`src/sv/bmc_pkg.sv`:
```
package bmc_pkg;

   localparam int MatrixSize = 64;
   localparam int WordWidth = 64;
   localparam int IdxWidth = 6;
   localparam int CsrIdxWidth = 3;
   localparam int RotateAmountDefault = 1;
   localparam int QueueDepthDefault = 4;

   localparam logic [WordWidth-1:0] WaveAddP = 64'h19062C1485FB27AE;
   localparam logic [WordWidth-1:0] WaveSubN = 64'hE7FAE3EB8B04C961;
   localparam int WaveStep = 11;
   localparam int TableRot = 3;

   // The wave rotor terms collapse to a constant minus a rotated word.
   localparam logic [WordWidth-1:0] WaveLeftK = ~WaveAddP - WaveSubN;
   localparam logic [WordWidth-1:0] WaveRightK = WaveSubN + WaveAddP - 64'd1;

   typedef enum logic [CsrIdxWidth-1:0] {
      CSR_ROW_KEY_LOW  = 3'd0,
      CSR_ROW_KEY_HIGH = 3'd1,
      CSR_COL_KEY_LOW  = 3'd2,
      CSR_COL_KEY_HIGH = 3'd3,
      CSR_DECRYPT_MODE = 3'd4
   } csr_index_type;

   typedef enum logic [1:0] {
      CMD_DATA   = 2'd0,
      CMD_FILL   = 2'd1,
      CMD_STEP   = 2'd2,
      CMD_RELOAD = 2'd3
   } op_type;

   typedef struct packed {
      logic [1:0]           cmd;
      logic [WordWidth-1:0] data_word;
   } req_type;

   typedef struct packed {
      logic [WordWidth-1:0] word_out;
      logic                 last_word;
   } rsp_type;

   typedef struct packed {
      op_type               op;
      logic                 block_end;
      logic [WordWidth-1:0] word;
   } item_type;

   typedef struct packed {
      logic [WordWidth-1:0] row_key_low;
      logic [WordWidth-1:0] row_key_high;
      logic [WordWidth-1:0] col_key_low;
      logic [WordWidth-1:0] col_key_high;
      logic                 decrypt_mode;
   } cfg_type;

   function automatic logic [WordWidth-1:0] rol_step(input logic [WordWidth-1:0] m);
      return (m << WaveStep) | (m >> (WordWidth - WaveStep));
   endfunction

   function automatic logic [WordWidth-1:0] ror_step(input logic [WordWidth-1:0] m);
      return (m >> WaveStep) | (m << (WordWidth - WaveStep));
   endfunction

   function automatic logic [WordWidth-1:0] rol_table(input logic [WordWidth-1:0] m);
      return (m << TableRot) | (m >> (WordWidth - TableRot));
   endfunction

endpackage

```
`src/sv/bmc_queue.sv`:
```
module bmc_queue #(
   parameter int DEPTH = bmc_pkg::QueueDepthDefault
) (
   input  logic               clock,
   input  logic               reset,
   input  logic               push,
   input  bmc_pkg::item_type  push_item,
   output logic               full,
   input  logic               pop,
   output logic               not_empty,
   output bmc_pkg::item_type  head
);

   localparam int PtrWidth = (DEPTH > 1) ? $clog2(DEPTH) : 1;
   localparam int CntWidth = $clog2(DEPTH + 1);
   localparam logic [PtrWidth-1:0] LastPtr = PtrWidth'(DEPTH - 1);
   localparam logic [CntWidth-1:0] FullCnt = CntWidth'(DEPTH);

   bmc_pkg::item_type     slot_ff [DEPTH];
   logic [PtrWidth-1:0]   wr_ff, wr_in, rd_ff, rd_in;
   logic [CntWidth-1:0]   cnt_ff, cnt_in;

   assign full = (cnt_ff == FullCnt);
   assign not_empty = (cnt_ff != '0);
   assign head = slot_ff[rd_ff];

   always_comb begin
      wr_in = wr_ff;
      rd_in = rd_ff;
      cnt_in = cnt_ff;
      if (push) begin
         wr_in = (wr_ff == LastPtr) ? '0 : wr_ff + 1'b1;
      end
      if (pop) begin
         rd_in = (rd_ff == LastPtr) ? '0 : rd_ff + 1'b1;
      end
      if (push && !pop) begin
         cnt_in = cnt_ff + 1'b1;
      end else if (pop && !push) begin
         cnt_in = cnt_ff - 1'b1;
      end
   end

   always_ff @(posedge clock) begin
      if (push) begin
         slot_ff[wr_ff] <= push_item;
      end
   end

   always_ff @(posedge clock) begin
      if (reset) begin
         wr_ff <= '0;
         rd_ff <= '0;
         cnt_ff <= '0;
      end else begin
         wr_ff <= wr_in;
         rd_ff <= rd_in;
         cnt_ff <= cnt_in;
      end
   end

   a_no_overflow: assert property (@(posedge clock) disable iff (reset) push |-> (!full || pop))
      else $error("queue written while full");
   a_no_underflow: assert property (@(posedge clock) disable iff (reset) pop |-> not_empty)
      else $error("queue read while empty");

endmodule

```
`config.mk`:
```
export PLATFORM = sky130hd
export DESIGN_NAME = bmc_queue
export DESIGN_NICKNAME = d
export VERILOG_FILES = /design/src/sv/bmc_pkg.sv /design/src/sv/bmc_queue.sv
export SDC_FILE = /design/constraint.sdc
export NUM_CORES = 1
export LEC_CHECK = 0
export CAP_MARGIN = 40
export CORE_MARGIN = 5
export CORE_UTILIZATION = 50
export CTS_BUF_LIST = sky130_fd_sc_hd__clkbuf_8
export CTS_CLUSTER_SIZE = 24
export DETAILED_ROUTE_END_ITERATION = 10
export DONT_BUFFER_PORTS = 1
export PLACE_DENSITY = 0.66
export SLEW_MARGIN = 10
export SYNTH_ARGS = -nofsm -noshare
export SYNTH_HDL_FRONTEND = slang
export SYNTH_SLANG_ARGS = --single-unit
```
`constraint.sdc`:
```
create_clock -name clock -period 2.6 [get_ports clock]
set_input_delay 0.13 -clock clock [delete_from_list [all_inputs] [get_ports clock]]
set_output_delay 0.13 -clock clock [all_outputs]
set_load 0.05 [all_outputs]
```
==> out/results.tsv <==
stage	metric	value	unit
route	initial DRC count	250	
floorplan	die span in x	152	µm
sta	final worst-path cycle share	0.896	
cells_and_area	commonest non-fill, non-tap cell in the layout	edfxtp_1	
setup_path	Data arrival, critical path	2.20	ns
synthesis	cells after synthesis	394	
route	remaining antenna violation count	0	
grt	met1 Use GR	0.213	
setup_path	Critical Path End Type	output pin	
grt	met2 Use GR	0.271	
grt	vias in the first global route	4932	
sta	clk_skew	0.00999	ns
floorplan	Die H	152	µm
floorplan	Rows	52	
grt	overall routing resource usage	0.164	
grt	largest net degree at the start of global routing	45	
placed_design	GPL Wtd Cong	0.846	
route	Post-route DRC	0	
route	final WL	18600	µm
clock_tree	CTS tree	built	
route	DR vias	4397	
sta	final hold violation count	0	
hold_path	Hold Path Class	primary input to flop	
sta	Final min period	2.33	ns
grt	initial antenna violation count	1	
grt	first-pass GRT wire length	29400	µm
synthesis	most common flop cell mapped by yosys	edfxtp_1	
clock_tree	CTS buffer count	42	
setup_path	Slowest-stage cell, CP	mux4_2	
grt	grt ovf	0	
synthesis	Seq/Total Area, Yosys	0.811	
sta	fmax	0.429	GHz
placed_design	Port Buffers	0	
setup_path	Setup CP Type	flop to output pin	
synthesis	Yosys cell types	19	
sta	RSZ-0062 raised after global routing	false	
sta	count of final setup violators	0	
clock_tree	Max clock buf depth	3	
route	drt wl/cell	23.0	µm
synthesis	Post-synth EDFFs	268	
synthesis	total number of yosys warnings	0	
floorplan	Starting Density	0.505	
cells_and_area	most frequent cells in the layout	268 x edfxtp_1, 71 x dlygate4sd3_1, 67 x mux4_2	
cells_and_area	share of layout cells above drive strength 1	0.266	
cells_and_area	# fillers	1372	
floorplan	core region area	20100	µm²
cells_and_area	Layout area overhead	18.7	%
sta	Rel. slew slack	0.444	
job	max_cap viols	0	
setup_path	worst-path maximum fanout	37	
synthesis	Mean Syn Cell Area	25.7	µm²
clock_tree	post_cts resized	0	
clock_tree	post-CTS repair timing setup buffer count	0	
clock_tree	Reg clk slew, reported paths	0.06	ns
grt	M3 GR Usage	0.0514	
clock_tree	latest clock arrival within the worst-skew pair	0.52	ns
power	leakage power	3.90	nW
setup_path	critical path launch point type	flop	
route	drt first pass iters	4	
floorplan	# IOs	140	
route	vias per inst	5.44	
synthesis	Seq cells post-synth	277	
power	maximum VDD drop	0.531	mV
setup_path	crit-path leading delay family	multiplexers	
setup_path	WP data required	2.47	ns
sta	max-slew violations	0	
synthesis	asr flop ratio synth	0	
clock_tree	root buffer cell	clkbuf_8	
sta	total negative slack	0	ns
sta	final setup margin	0.271	ns
setup_path	WP buf/inv	1	
cells_and_area	nets	585	
run_status	outcome	finished, final reports clean	
setup_path	CP cell instances	buf_12 -> mux4_2	
grt	busiest layer in global routing	met2	
clock_tree	H-tree levels	2	
placed_design	hpwl dp	11200	µm
sta	worst slew pin tran	0.830	ns
placed_design	area post-placement	10500	µm²
synthesis	synthesized area	10100	µm²
cells_and_area	Finished Cell Area	12000	µm²
clock_tree	hold_buf cts	71	
clock_tree	CTS Sinks	277	
power	pwr/cell area	813	nW/µm²
floorplan	die area	23200	µm²
placed_design	pre-CTS setup slack	0.747	ns
synthesis	Mapped Nets	472	
setup_path	slowest cell delay on critical path	0.72	ns
-- Yosys cell counts (3+ instances only) --
cell / number / share of area
edfxtp_1: 268 / 0.79
mux4_2: 67 / 0.15
dfxtp_1: 9 / 0.018
nor2_1: 7 / 0.0026
ha_1: 6 / 0.0074
and2_1: 4 / 0.0025
buf_12: 4 / 0.0079
buf_2: 4 / 0.0020
inv_1: 4 / 0.0015
mux2i_1: 4 / 0.0039
buf_1: 3 / 0.0011
buf_4: 3 / 0.0022
-- layout make-up --
| class | instances | area (µm²) | share of cell area |
|---|---|---|---|
| Antenna cell | 1 | 2.50 | 0.000208 |
| Clock buffer | 47 | 647 | 0.0537 |
| Clock inverter | 28 | 166 | 0.0138 |
| Inverter | 4 | 15.0 | 0.00125 |
| Multi-Input combinational cell | 98 | 1770 | 0.147 |
| Sequential cell | 277 | 8240 | 0.684 |
| Tap cell | 270 | 338 | 0.0280 |
| Timing Repair Buffer | 84 | 871 | 0.0723 |
-- cell families after synthesis --
logic type | Yosys count | synth area share
flip-flops | 277 | 0.811
multiplexers | 71 | 0.153
buffers and inverters | 19 | 0.0158
AND/OR/NAND/NOR | 15 | 0.00777
adder cells (fa/ha/maj) | 7 | 0.00937
AO/OA/AOI/OAI | 3 | 0.00148
XOR/XNOR | 2 | 0.00173
-- report_power, final --
| group | switching, mW | internal (mW) | leakage (nW) |
|---|---|---|---|
| Sequential | 0.0844 | 5.11 | 2.54 |
| Combinational | 0.846 | 0.343 | 0.896 |
| Clock | 1.55 | 1.85 | 0.468 |
-- worst min-delay path, delay by kind of cell --
family	cells	cell delay [ns]
adders and majority gates	1	0.20
muxes	1	0.09
and+or+nand+nor	1	0.10
-- path summary, 6_finish.rpt --
check | start | to | slack, ns | cells past startpoint
max | flop | head[48] | 0.27 | 2
min | push | cnt_ff[1] | 0.05 | 3
max reg2reg | wr_ff[0] | slot_ff[3][43] | 0.87 | 3
min reg2reg | cnt_ff[2] | cnt_ff[2] | 0.53 | 2
-- stage by stage --
step	power [mW]	hold slack, ns	cells	utilization
6_report	9.79	0.0486	809	0.599
3_5_place_dp	6.37	0.203	662	0.523
5_1_grt	10.2	0.0311	809	0.599
3_3_place_gp	6.34	0.203	662	0.523
2_1_floorplan	6.22	0.199	394	-
4_1_cts	9.92	0.00313	808	0.599
-- flip-flops by register name, indices dropped and copies added, names as in the netlist, named ones only --
register,flops
cnt_ff,3
wr_ff,2
rd_ff,2
slot_ff,268
-- per-layer routing --
metal	up-vias	wire length, µm
met4	0	328
met3	30	1420
met1	2265	7460
met5	-	0
li1	1918	-
met2	184	9410
Note: power is estimated with default switching activity, not from simulation.
