$ cat src/sv/bmc_pkg.sv
package bmc_pkg;

   localparam int MatrixSize = 64;
   localparam int WordWidth = 64;
   localparam int IdxWidth = 6;
   localparam int CsrIdxWidth = 3;
   localparam int RotateAmountDefault = 1;
   localparam int QueueDepthDefault = 4;

   localparam logic [WordWidth-1:0] WaveAddP = 64'h19062C1485FB27AE;
   localparam logic [WordWidth-1:0] WaveSubN = 64'hE7FAE3EB8B04C961;
   localparam int WaveStep = 11;
   localparam int TableRot = 3;

   // The wave rotor terms collapse to a constant minus a rotated word.
   localparam logic [WordWidth-1:0] WaveLeftK = ~WaveAddP - WaveSubN;
   localparam logic [WordWidth-1:0] WaveRightK = WaveSubN + WaveAddP - 64'd1;

   typedef enum logic [CsrIdxWidth-1:0] {
      CSR_ROW_KEY_LOW  = 3'd0,
      CSR_ROW_KEY_HIGH = 3'd1,
      CSR_COL_KEY_LOW  = 3'd2,
      CSR_COL_KEY_HIGH = 3'd3,
      CSR_DECRYPT_MODE = 3'd4
   } csr_index_type;

   typedef enum logic [1:0] {
      CMD_DATA   = 2'd0,
      CMD_FILL   = 2'd1,
      CMD_STEP   = 2'd2,
      CMD_RELOAD = 2'd3
   } op_type;

   typedef struct packed {
      logic [1:0]           cmd;
      logic [WordWidth-1:0] data_word;
   } req_type;

   typedef struct packed {
      logic [WordWidth-1:0] word_out;
      logic                 last_word;
   } rsp_type;

   typedef struct packed {
      op_type               op;
      logic                 block_end;
      logic [WordWidth-1:0] word;
   } item_type;

   typedef struct packed {
      logic [WordWidth-1:0] row_key_low;
      logic [WordWidth-1:0] row_key_high;
      logic [WordWidth-1:0] col_key_low;
      logic [WordWidth-1:0] col_key_high;
      logic                 decrypt_mode;
   } cfg_type;

   function automatic logic [WordWidth-1:0] rol_step(input logic [WordWidth-1:0] m);
      return (m << WaveStep) | (m >> (WordWidth - WaveStep));
   endfunction

   function automatic logic [WordWidth-1:0] ror_step(input logic [WordWidth-1:0] m);
      return (m >> WaveStep) | (m << (WordWidth - WaveStep));
   endfunction

   function automatic logic [WordWidth-1:0] rol_table(input logic [WordWidth-1:0] m);
      return (m << TableRot) | (m >> (WordWidth - TableRot));
   endfunction

endpackage

$ cat src/sv/bmc_front.sv
module bmc_front (
   input  logic               clock,
   input  logic               reset,
   input  logic               req_valid,
   output logic               req_ready,
   input  bmc_pkg::req_type   req_data,
   input  logic               q_full,
   output logic               q_push,
   output bmc_pkg::item_type  q_item
);

   logic [bmc_pkg::IdxWidth-1:0] rows_ff;
   logic [bmc_pkg::IdxWidth-1:0] rows_in;
   bmc_pkg::op_type              op;

   assign req_ready = !q_full;
   assign q_push = req_valid && !q_full;

   always_comb begin
      case (req_data.cmd)
         bmc_pkg::CMD_DATA:   op = bmc_pkg::CMD_DATA;
         bmc_pkg::CMD_FILL:   op = bmc_pkg::CMD_FILL;
         bmc_pkg::CMD_STEP:   op = bmc_pkg::CMD_STEP;
         bmc_pkg::CMD_RELOAD: op = bmc_pkg::CMD_RELOAD;
         default:             op = bmc_pkg::CMD_DATA;
      endcase
   end

   // The row that fills the matrix is tagged so the back end starts the passes.
   always_comb begin
      q_item.op = op;
      q_item.word = req_data.data_word;
      q_item.block_end = (op == bmc_pkg::CMD_DATA) && (rows_ff == {bmc_pkg::IdxWidth{1'b1}});
      rows_in = rows_ff;
      if (q_push && op == bmc_pkg::CMD_DATA) begin
         rows_in = rows_ff + 1'b1;
      end
   end

   always_ff @(posedge clock) begin
      if (reset) begin
         rows_ff <= '0;
      end else begin
         rows_ff <= rows_in;
      end
   end

endmodule

$ cat config.mk
export PLATFORM = sky130hd
export DESIGN_NAME = bmc_front
export DESIGN_NICKNAME = d
export VERILOG_FILES = /design/src/sv/bmc_pkg.sv /design/src/sv/bmc_front.sv
export SDC_FILE = /design/constraint.sdc
export NUM_CORES = 1
export LEC_CHECK = 0
export BUFFER_PORTS_ARGS = -buffer_cell sky130_fd_sc_hd__buf_2
export CELL_PAD_IN_SITES_DETAIL_PLACEMENT = 0
export CELL_PAD_IN_SITES_GLOBAL_PLACEMENT = 1
export CORE_MARGIN = 1.5
export CORE_UTILIZATION = 13
export DETAILED_ROUTE_END_ITERATION = 6
export PLACE_DENSITY_LB_ADDON = 0.08
export SYNTH_ARGS = -nofsm -noshare
export SYNTH_HDL_FRONTEND = slang
export SYNTH_SLANG_ARGS = --single-unit
$ cat constraint.sdc
create_clock -name clock -period 1.7 [get_ports clock]
set_clock_uncertainty 0.15 [all_clocks]
set_input_delay 0.17 -clock clock [delete_from_list [all_inputs] [get_ports clock]]
set_output_delay 0.17 -clock clock [all_outputs]
set_load 0.01 [all_outputs]
==> results of run 1 <==
-- stage by stage --
| step | TNS (ns) | hold slack, ns | instances | total power [W] |
|---|---|---|---|---|
| after global placement | 0 | 0.190 | 123 | 0.000176 |
| after CTS | 0 | 0.0699 | 126 | 0.000401 |
| after detailed placement | -0.00947 | 0.190 | 123 | 0.000175 |
| after floorplan | 0 | 0.0891 | 100 | 0.000312 |
| final | 0 | 0.0598 | 126 | 0.000388 |
| after global routing | 0 | 0.0704 | 126 | 0.000418 |
-- final cells by class --
| cell class | instances | area [um2] | area share (%) |
|---|---|---|---|
| Clock buffer | 3 | 41.3 | 8.07 |
| Inverter | 2 | 7.51 | 1.47 |
| Multi-Input combinational cell | 25 | 161 | 31.5 |
| Sequential cell | 6 | 120 | 23.5 |
| Tap cell | 75 | 93.8 | 18.3 |
| Timing Repair Buffer | 15 | 87.6 | 17.1 |
-- synth_stat cells, drive strengths merged --
| cell type | instances |
|---|---|
| a21oi | 4 |
| buf | 65 |
| clkbuf | 1 |
| dfxtp | 6 |
| dlygate4sd3 | 1 |
| ha | 1 |
| inv | 2 |
| mux2i | 1 |
| nand2 | 2 |
| nand3 | 3 |
| nor2 | 2 |
| nor2b | 1 |
| nor4 | 1 |
| o21ai | 3 |
| o31ai | 1 |
| or3 | 3 |
| or4 | 1 |
| or4b | 1 |
| xor2 | 1 |
-- how the worst min path moves through the flow --
stage | cells after the start | start | end | slack (ns)
CTS | 2 | reset | rows_ff[3] | 0.07
floorplan | 1 | reset | rows_ff[2] | 0.09
finish | 2 | reset | rows_ff[5] | 0.06
global placement | 0 | req_data[15] | q_item[15] | 0.19
detailed placement | 0 | req_data[15] | q_item[15] | 0.19
global route | 2 | reset | rows_ff[3] | 0.07
-- metal layers --
| layer | vias to the layer above | global-route usage [%] | share of wire, % |
|---|---|---|---|
| met5 | - | 0 | 0 |
| met4 | 0 | 5.17 | 3.9 |
| met3 | 16 | 1.93 | 15 |
| met2 | 30 | 5.55 | 44 |
| met1 | 161 | 3.68 | 37 |
| li1 | 156 | - | - |
-- placed cells by master (no fill, tap or decap) --
master / instances
clkbuf_8: 3
nor2_1: 2
buf_2: 10
o31ai_1: 1
or4b_1: 1
a21oi_1: 4
nand2_1: 2
inv_1: 2
or3_1: 3
xor2_1: 1
buf_4: 5
nor2b_1: 1
or4_1: 1
nand3_1: 3
dfxtp_1: 6
o21ai_1: 1
ha_2: 1
nor4_2: 1
o21ai_0: 2
mux2i_1: 1
-- power by group through the flow --
stage               Sequential [W]  Clock, W  Combinational, W
floorplan                 0.000145         0          0.000166
global placement          0.000146         0         0.0000303
detailed placement        0.000146         0         0.0000296
CTS                       0.000143  0.000228         0.0000298
global route              0.000143  0.000241         0.0000328
finish                    0.000144  0.000215         0.0000293
-- kinds of logic after synthesis --
logic type	Yosys count	synth area share, %
adders and majority gates	1	1.60
DFF	6	15.4
xor gates and xnor gates	1	1.12
muxes	1	1.28
AOI/OAI and AO/OA	8	5.46
and+or+nand+nor	14	10.1
buffers and inverters	69	65.0
==> flow_summary.ini, run 1 <==
[status]
outcome = finished clean

[final_layout]
syn_to_final_growth_pct = -34.3
fillers = 690
max_flop_register = rows_ff
stdcell_area_um2 = 512
finalNetCount = 124
n_antenna_cell = 0
largest_register_ffs = 6
utilization_pct = 8.75
drive_gt1_share_pct = 39.2
layout_top_registers = rows_ff x6

[power_and_ir_drop]
internal-power_w = 0.000309
powerDensity_nw_per_um2 = 758
power_frac_seq_pct = 37.0
peakVddDrop_v = 0.000185
switching_share_pct = 20.3
power_switching_w = 0.0000787
power_frac_comb_pct = 7.6
cellLeakagePower_nw = 0.180
pwr-share-clk_pct = 55.4

[worst_setup_path]
worst_ep_arrival_time_ns = 1.28
critPathLaunchType = flip-flop
cp_max_fo = 3
cp_num_cells = 4
path_buf_inv = 1
crit_chain = ha_2 -> nand2_1 -> nor4_2 -> buf_2
worst-setup-path-type = flip-flop to output pin
crit_start = rows_ff[0]
cp_top_family = flip-flops
endpoint = q_item[64]
slowest_stage = dfxtp_1
crit_path_end_kind = output pin
worstRegToRegCells = 3
r2r-end = rows_ff[5]
cp_slowest_stage_delay_ns = 0.38
crit_required_ns = 1.38
timing.reg2reg.setup_slack_ns = 0.33
crit-reg2reg-launch = rows_ff[2]

[die]
die_w_um = 80.4
io_pins = 139
dieArea_um2 = 6470
coreArea_um2 = 5850
die_h_um = 80.4
start_util_pct = 13.3
rows = 28

[synth]
synth_nets = 171
ys_top_cells_by_area = buf_4 (62%), dfxtp_1 (15%), a21oi_1 (2.6%), or3_1 (2.4%), nand3_1 (1.9%)
synth.cell_area_um2 = 779
synth_seq_cells = 6
ys_seq_area_share_pct = 15.4
netlist_instances = 100
synth_cell_types = 21
synth_top_area_share_pct = 61.6
synth.largest_area_cell = buf_4
syn_area_per_cell_um2 = 7.79
yosys_warnings = 0

[timing]
relSlewSlack_pct = 85.5
setup_ws_ns = 0.105
period_minus_slack_ns = 1.60
period_share_pct = 93.8
grt_setup_unrepaired = false
max_clock_freq_mhz = 627
slew_viol_final = 0
hold_violations = 0
setup_viol_count_final = 0
worstMarginPinSlew_ns = 0.216

[flow_run]
cap_violations = 0

[route]
wl_per_cell_um = 10.1
post-route-drc-count = 0
postRouteAntennaNets = 0
vias_per_cell = 2.88
firstDrtPassIters = 4
routed_wl_um = 1270
first_iter_violations = 11
dr_total_vias = 363

[worst_hold_path]
hold_path.class = primary input to flip-flop

[cts]
cts_buffers = 3
cts-resized-gates = 0
hold_buffers = 0
clk_latency_ns = 0.22
clk_pin_slew_ns = 0.04
clock-sinks = 6
post_cts_buffers = 0
cts_tree = built
cts_buffer_depth = 2
cts_htree_levels = 1
clockRootBuffer = clkbuf_8

[global_route]
grt_overflow = 0
antenna_found_initial = 0
grt_max_degree = 8
grt_pass1_wl_um = 1860
first_global_vias = 388
grt_usage_pct = 3.95

[place]
gp_congestion = 0.584
io_buffers = 10
preCtsSetupSlack_ns = -0.00947
place_area_um2 = 462
Note: power is estimated with default switching activity, not from simulation.
==> inputs of run 2 (changes only) <==
- CTS_BUF_LIST: default -> sky130_fd_sc_hd__clkbuf_8 sky130_fd_sc_hd__clkbuf_16
- GPL_TIMING_DRIVEN: default -> 0
==> run 2 against run 1 <==
  * Utilization up 13 points
  * Register-to-register slack better by 0.02 ns
  * Power up 55%
  * Non-clock buffer count up 126
  * Combinational power rose to 8.5 times the previous value
  * Routed wire length up 41%
  * Hold slack about the same
  * Critical path type is now primary input to flip-flop
  * Largest power group is now combinational cells
  * Highest routed layer unchanged
==> flow_summary.ini, run 2 (synthesized netlist as in run 1, its figures left out) <==
[power_and_ir_drop]
peakVddDrop_v = 0.000172
cellLeakagePower_nw = 0.726
powerDensity_nw_per_um2 = 469

[cts]
cts-resized-gates = 0
clk_pin_slew_ns = 0.04
clock-sinks = 6
post_cts_buffers = 0
cts_tree = built
hold_buffers = 0
cts_buffer_depth = 2
clk_latency_ns = 0.22
cts_buffers = 3
cts_htree_levels = 1
clockRootBuffer = clkbuf_8

[final_layout]
largest_register_ffs = 6
syn_to_final_growth_pct = 64.8
finalNetCount = 250
fillers = 656
final_common_cell = buf_2
layout_top_registers = rows_ff x6
final_cell_mix = buf_2 (75), buf_4 (64), dfxtp_1 (6)
drive_gt1_share_pct = 80.2
max_flop_register = rows_ff
n_antenna_cell = 0

[worst_setup_path]
worst_ep_arrival_time_ns = 1.63
crit_required_ns = 1.70
cp_max_fo = 10
crit_path_end_kind = flip-flop
worst-setup-path-type = primary input to flip-flop
critPathLaunchType = primary input

[global_route]
grt_pass1_wl_um = 2250
grt_usage_pct = 4.47
first_global_vias = 542
grt_overflow = 0
antenna_found_initial = 0
grt_max_degree = 11

[timing]
setup_ws_ns = 0.0674
worstMarginPinSlew_ns = 0.209
relSlewSlack_pct = 85.9
setup_viol_count_final = 0
tns_ns = 0
grt_setup_unrepaired = false
period_minus_slack_ns = 1.63
hold_violations = 0
slew_viol_final = 0
period_share_pct = 96.0
max_clock_freq_mhz = 613

[place]
io_buffers = 74
gp_congestion = 0.553
preCtsSetupSlack_ns = -0.156

[route]
dr_total_vias = 817
postRouteAntennaNets = 0
vias_per_cell = 3.24
post-route-drc-count = 0
first_iter_violations = 0
routed_wl_um = 1790
wl_per_cell_um = 7.11
firstDrtPassIters = 1

[status]
outcome = finished clean

[die]
die_w_um = 80.4
start_util_pct = 13.3
io_pins = 139
die_h_um = 80.4
dieArea_um2 = 6470
rows = 28
coreArea_um2 = 5850

[flow_run]
cap_violations = 0

[worst_hold_path]
hold_path.class = primary input to flip-flop
[run 2: changes by cell type in the layout (fill, tap and decap cells not counted), sizes merged]
cell	before	now
dlygate4sd3	0	1
clkbuf	3	4
buf	15	139
[run 2: cell type report]
| class | count | area [um2] | share of cell area [%] |
|---|---|---|---|
| Buffer | 67 | 499 | 38.9 |
| Clock buffer | 3 | 41.3 | 3.21 |
| Inverter | 2 | 7.51 | 0.584 |
| Multi-Input combinational cell | 25 | 153 | 11.9 |
| Sequential cell | 6 | 120 | 9.35 |
| Tap cell | 75 | 93.8 | 7.30 |
| Timing Repair Buffer | 74 | 370 | 28.8 |
[run 2: worst max-delay path, cell delays in order]
cell,delay [ns]
buf_2,0.11
or4b_1,0.52
buf_2,0.20
or4_1,0.47
a21oi_1,0.16
[run 2: worst paths after layout]
| path | from | endpoint | slack, ns | cells after the start |
|---|---|---|---|---|
| setup / recovery | req_data[64] | rows_ff[5] | 0.07 | 5 |
| setup reg to reg | rows_ff[0] | rows_ff[4] | 0.35 | 4 |
| hold / removal | reset | rows_ff[2] | 0.06 | 2 |
| hold reg to reg | rows_ff[4] | rows_ff[4] | 0.35 | 2 |
[run 2: power breakdown]
group | total (W) | switching, W | internal [W]
Sequential | 0.000144 | 0.000000890 | 0.000143
Combinational | 0.000248 | 0.0000928 | 0.000155
Clock | 0.000211 | 0.0000588 | 0.000152
Total | 0.000602 | 0.000152 | 0.000450
[run 2: per-layer routing]
metal	up-vias	share of wire (%)	track usage, %
li1	410	-	-
met1	317	29	3.95
met2	87	51	8.74
met3	3	19	1.70
met4	0	1.2	2.07
met5	-	0	0
[run 2: stage by stage]
stage | area (um2) | util (%) | cells | hold WS [ns] | total power (W)
after floorplan | 779 | - | 100 | 0.0891 | 0.000312
after global placement | 1240 | 21.3 | 249 | 0.282 | 0.000398
after detailed placement | 1240 | 21.3 | 249 | 0.295 | 0.000397
after CTS | 1280 | 22.0 | 252 | 0.0612 | 0.000613
after global routing | 1280 | 22.0 | 252 | 0.0688 | 0.000641
final | 1280 | 22.0 | 252 | 0.0603 | 0.000602
==> inputs of run 3 (changes only) <==
- CTS_BUF_LIST: sky130_fd_sc_hd__clkbuf_8 sky130_fd_sc_hd__clkbuf_16 -> sky130_fd_sc_hd__clkbuf_16
==> run 3 against run 2 <==
  * Routed wire length increased by 2.0%
  * Clock power increased by 81%
  * Power rose by 28%
  * Final cell count did not move
==> flow_summary.ini, run 3 (synthesized netlist as in run 1, its figures left out) <==
[route]
wl_per_cell_um = 7.25
firstDrtPassIters = 2
routed_wl_um = 1830
post-route-drc-count = 0
postRouteAntennaNets = 0
first_iter_violations = 3
vias_per_cell = 3.27
dr_total_vias = 824

[global_route]
first_global_vias = 552
grt_usage_pct = 4.66
grt_pass1_wl_um = 2310
grt_max_degree = 11
grt_overflow = 0
antenna_found_initial = 0

[worst_setup_path]
crit-reg2reg-launch = rows_ff[0]
critPathLaunchType = primary input
r2r-end = rows_ff[2]
worst-setup-path-type = primary input to flip-flop
crit_required_ns = 1.70
worst_ep_arrival_time_ns = 1.63
crit_path_end_kind = flip-flop
worstRegToRegCells = 4
cp_max_fo = 10
timing.reg2reg.setup_slack_ns = 0.35

[place]
io_buffers = 74
gp_congestion = 0.553

[final_layout]
final_cell_mix = buf_2 (75), buf_4 (64), dfxtp_1 (6)
layout_top_registers = rows_ff x6
finalNetCount = 250
fillers = 655
final_common_cell = buf_2
syn_to_final_growth_pct = 69.2
max_flop_register = rows_ff
n_antenna_cell = 0
drive_gt1_share_pct = 80.2
largest_register_ffs = 6

[timing]
worstMarginPinSlew_ns = 0.209
period_share_pct = 95.6
tns_ns = 0
setup_viol_count_final = 0
relSlewSlack_pct = 86.0
period_minus_slack_ns = 1.63
timing.hold.ws_ns = 0.0557
hold_violations = 0
slew_viol_final = 0
grt_setup_unrepaired = false
max_clock_freq_mhz = 615

[cts]
cts_buffer_depth = 2
cts_tree = built
clk_latency_ns = 0.23
clockRootBuffer = clkbuf_16
cts_htree_levels = 1
cts-resized-gates = 0
clk_pin_slew_ns = 0.03
clock-sinks = 6
hold_buffers = 0
cts_buffers = 3
post_cts_buffers = 0

[flow_run]
cap_violations = 0

[worst_hold_path]
hold_path.class = primary input to flip-flop
hold_path_end = rows_ff[2]
whs_path_depth = 2
hold_start = reset

[power_and_ir_drop]
cellLeakagePower_nw = 0.742
peakVddDrop_v = 0.000201
powerDensity_nw_per_um2 = 586

[die]
dieArea_um2 = 6470
die_h_um = 80.4
io_pins = 139
start_util_pct = 13.3
die_w_um = 80.4
coreArea_um2 = 5850
rows = 28

[status]
outcome = finished clean
==> run 3: worst max-delay path, cell delays in order <==
cell	delay, ns
buf_2	0.11
or4b_1	0.52
buf_2	0.20
or4_1	0.47
a21oi_1	0.16
==> run 3: cell type report <==
cell class	count	area, um2	area share [%]
well taps	75	93.8	7.12
inverters	2	7.51	0.569
clock buffers	3	75.1	5.69
multi-input cells	25	153	11.6
plain buffers	67	499	37.9
flip-flops and latches	6	120	9.11
repair buffers	74	370	28.1
==> run 3: worst max path at each step <==
stage                       from         end  cells after the start
detailed placement  req_data[64]  rows_ff[5]                      5
global placement    req_data[64]  rows_ff[5]                      5
global route        req_data[64]  rows_ff[5]                      5
CTS                 req_data[64]  rows_ff[5]                      5
floorplan           req_data[64]  rows_ff[5]                      4
finish              req_data[64]  rows_ff[5]                      5
==> run 3: report_power, final <==
part	switching [W]	internal, W
clock	0.0000787	0.000302
sequential	0.000000932	0.000143
combinational	0.0000928	0.000155
total	0.000172	0.000600
==> run 3: routing by layer <==
metal / share of wire [%] / up-vias / track usage (%)
li1: - / 412 / -
met1: 29 / 322 / 4.02
met2: 51 / 87 / 9.08
met3: 19 / 3 / 1.70
met4: 1.8 / 0 / 2.59
met5: 0 / - / 0
==> run 3: metrics by stage <==
stage | cells | utilization, % | power, W | setup WS (ns) | area [um2]
floorplan | 100 | - | 0.000312 | 0.0579 | 779
global placement | 249 | 21.3 | 0.000398 | -0.127 | 1240
detailed placement | 249 | 21.3 | 0.000397 | -0.156 | 1240
CTS | 252 | 22.5 | 0.000786 | 0.0604 | 1320
global route | 252 | 22.5 | 0.000813 | 0.000196 | 1320
finish | 252 | 22.5 | 0.000772 | 0.0746 | 1320
